**src/hdl/qrm_pkg.sv**
```systemverilog
// Shared types and fixed-point constants for the quaternion to rotation matrix block.
`timescale 1ns / 1ps
package qrm_pkg;

  // 20.12 signed fixed point
  localparam int FX_W     = 32;
  localparam int FX_SHIFT = 12;
  localparam int PROD_W   = 2 * FX_W;

  typedef logic signed [FX_W-1:0]   fx_t;
  typedef logic signed [PROD_W-1:0] prod_t;

  localparam fx_t   FX_ONE  = fx_t'(32'h0000_1000);
  localparam prod_t FX_HALF = prod_t'(64'h0000_0000_0000_0800);

endpackage

```
**src/hdl/qrm_prod.sv**
```systemverilog
// One rounded 20.12 product: a registered multiply followed by a registered round.
`timescale 1ns / 1ps
module qrm_prod (
  input  logic         clk,
  input  logic         adv,
  input  qrm_pkg::fx_t op_a,
  input  qrm_pkg::fx_t op_b,
  output qrm_pkg::fx_t rnd
);
  import qrm_pkg::*;

  prod_t prod_r;
  prod_t prod_nxt;
  prod_t sum_rnd;
  fx_t   rnd_r;
  fx_t   rnd_nxt;

  // full 64-bit signed product, operands sign-extended first
  assign prod_nxt = prod_t'(op_a) * prod_t'(op_b);

  // round half up, keep the low 32 bits of the shifted value
  assign sum_rnd = prod_r + FX_HALF;
  assign rnd_nxt = sum_rnd[FX_SHIFT +: FX_W];

  always_ff @(posedge clk) begin
    if (adv) begin
      prod_r <= prod_nxt;
      rnd_r  <= rnd_nxt;
    end
  end

  assign rnd = rnd_r;

endmodule

```
**config.mk**
```make
export PLATFORM = sky130hd
export DESIGN_NAME = qrm_prod
export DESIGN_NICKNAME = d
export VERILOG_FILES = /design/src/hdl/qrm_pkg.sv /design/src/hdl/qrm_prod.sv
export SDC_FILE = /design/constraint.sdc
export NUM_CORES = 2
export LEC_CHECK = 0
export BUFFER_PORTS_ARGS = -buffer_cell sky130_fd_sc_hd__buf_2
export CORE_ASPECT_RATIO = 1.4
export CORE_UTILIZATION = 48
export DETAILED_ROUTE_END_ITERATION = 8
export GPL_TIMING_DRIVEN = 0
export PLACE_DENSITY_LB_ADDON = 0.25
export SLEW_MARGIN = 25
export SYNTH_ARGS = -nofsm -noshare
export SYNTH_HDL_FRONTEND = slang
export SYNTH_SLANG_ARGS = --single-unit
```
**constraint.sdc**
```tcl
create_clock -name clk -period 8.9 [get_ports clk]
set_clock_uncertainty 0.1 [all_clocks]
set_input_delay 0.445 -clock clk [delete_from_list [all_inputs] [get_ports clk]]
set_output_delay 0.445 -clock clk [all_outputs]
set_load 0.01 [all_outputs]
```
==> run metrics <==
outcome=finished clean; PortBufs=91; WP data required=8.89 ns; Cell Rows=106; post-route minimum period=8.78 ns; min-delay worst type=flop to flop; setup TNS=0 ns; htree depth=3; setup violators final=0; Total GRT Usage=38.1%; ys flop type=edfxtp_1; top post-synthesis cells by area=fa_1, and2_1, inv_1, ha_1, edfxtp_1; drt pass-1 iters=6; CTS tree=done; DRC=0; EDFF count, synth=65; Vias per Instance=between 5 and 6; cts hold-fix bufs=0; first-pass GRT wire length=approximately 160 mm; global route overflow=0; area of the die=~0.06 mm^2; # nets final=4,111; Worst EP arrival=8.77 ns; max cap viols=0; die width=approximately 210 um; FFs w/ async S/R, synth=0%; Least-Margin Pin Slew=1.21 ns; maximum buffer depth of the clock tree=2; Crit Path Class=input port to flop; register area=0.00195 mm^2; fillers=roughly 5,600; sequential share of the synthesized area=approximately 6.8%; fin. max-slew vios=0; WL/cell=about 28 um; largest net degree at the start of global routing=66; initial DRC count=1,714; #FFs+latches synth=65; DRT antenna net count=0; cell area after layout=roughly 0.03 mm^2; period utilisation layout=98.7%; die height=between 200 and 300 um; HPWL Detailed=92.5 mm; share of cells above drive strength 1=4.61%; footprint of the multi-input gates=around 0.024 mm^2; Placer Congestion=1.05; crit end category=flop; Area growth, synth to finish=6.22%; most common cell after layout, fill and taps aside=inv_1; root buffer cell=clkbuf_16; Setup Fix Bufs, Post-CTS=0; latest clock arrival within the worst-skew pair=0.34 ns; via count=around 22,000; Post-DP Area=0.0303 mm^2; synthesized area=about 0.029 mm^2; vias in the first global route=24,632; io pins=98; Worst slew margin=between 10% and 20%; worst-path fanout max=10; Fin. Hold Viols=0; clock transition at the registers of the reported paths=0.06 ns; fmax=between 0.1 and 0.15 GHz; RSZ-0062 raised after global routing=no; count of cell types in the netlist=50; Post-Syn Nets=about 4,000; Syn. warnings=0; TritonCTS sink count=65; post-synth top area share=roughly 52%; cell taking the most area after synthesis=fa_1; cells after synthesis=3,041; most frequent cells in the layout=inv_1, fa_1, and2_1; Post-Route WL=111 mm; CTS buffer count=9; Startpoint Class=input port; Initial Util=48.5%; Syn Area/Cell=9.49 um^2; core outline area=0.0595 mm^2; initial antenna violation count=11
## timing repair
action,4_1_cts,5_1_grt
setup endpoints to repair,7,10
pin swaps,0,0
resized for setup,3,47
## worst paths after layout
kind	start	endpoint	slack [ns]	cells past startpoint
min	prod_r[15]$_DFFE_PP_	rnd[3]$_DFFE_PP_	0.48	1
min reg2reg	prod_r[15]$_DFFE_PP_	rnd[3]$_DFFE_PP_	0.48	1
max reg2reg	prod_r[13]$_DFFE_PP_	rnd[28]$_DFFE_PP_	5.93	9
max	op_a[16]	prod_r[41]$_DFFE_PP_	0.12	23
## metrics by stage
stage                     utilization, %  setup slack [ns]  instances  hold WS, ns
final                               51.5             0.120       3911        0.483
after detailed placement            50.8            -0.565       3888        0.475
after global routing                51.4           0.00311       3901        0.496
after global placement              50.8            -0.486       3888        0.451
after CTS                           51.4            0.0116       3903        0.480
after floorplan                        -              1.47       3041        0.427
## layout make-up
cell class,instances,share of cell area [%]
Clock inverter,7,0.331
Tap cell,756,3.08
Antenna cell,10,0.0816
Buffer,157,2.03
Timing Repair Buffer,92,1.53
Sequential cell,65,6.37
Multi-Input combinational cell,2067,76.7
Clock buffer,9,0.734
Inverter,748,9.16
## layer usage
metal / vias to the layer above / global-route usage, % / routed length, um
met1: 11351 / 40.0 / 36000
met2: 1115 / 65.7 / 54800
met5: - / 0 / 34
met3: 453 / 5.36 / 7350
met4: 4 / 35.6 / 12900
li1: 8918 / - / -
## sequential cells by signal (all words and copies together) (netlist names)
register	count
rnd	32
prod_r	33
## critical path: stages
cell and delay [ns]:
clkbuf_1 0.52, clkbuf_2 0.52, and2_1 0.22, fa_1 0.46
fa_1 0.45, fa_1 0.54, inv_1 0.05, fa_1 0.47
inv_1 0.05, fa_1 0.48, fa_1 0.56, fa_1 0.44
fa_1 0.79, ha_1 0.38, and2_1 0.25, and3_1 0.20
a32oi_1 0.27, o311ai_1 0.25, a21oi_1 0.42, a21oi_1 0.24
a31oi_1 0.38, o221ai_1 0.20, xor2_1 0.16
## synthesized netlist by cell type (2+ instances only)
library cell and n:
inv_1 747, fa_1 745, and2_1 462, nand2_1 392, clkbuf_1 160, ha_1 160
xnor2_1 77, edfxtp_1 65, a21oi_1 34, xor2_1 32, nor2_1 29, nand3_1 22
a21o_1 18, and3_1 14, nand4_1 14, nand2b_1 7, a31oi_1 5, nor3_1 5
o21ai_0 5, o21bai_1 5, a221o_1 4, and4_1 3, o21ai_1 3, a211oi_1 2
nand4b_1 2, o211ai_1 2, o21a_1 2, o221ai_1 2, o311ai_1 2
## kinds of logic after synthesis
group                    share of synthesized area [%]
adder cells (fa/ha/maj)                           58.6
AND/OR/NAND/NOR                                   17.0
flip-flops                                        6.76
XOR/XNOR                                          3.31
buffers and inverters                             11.8
AO/OA/AOI/OAI                                     2.53
Power is left out: the tool's default activity adds up to more than one toggle a clock period on the data nets, which glitch-free logic cannot reach.
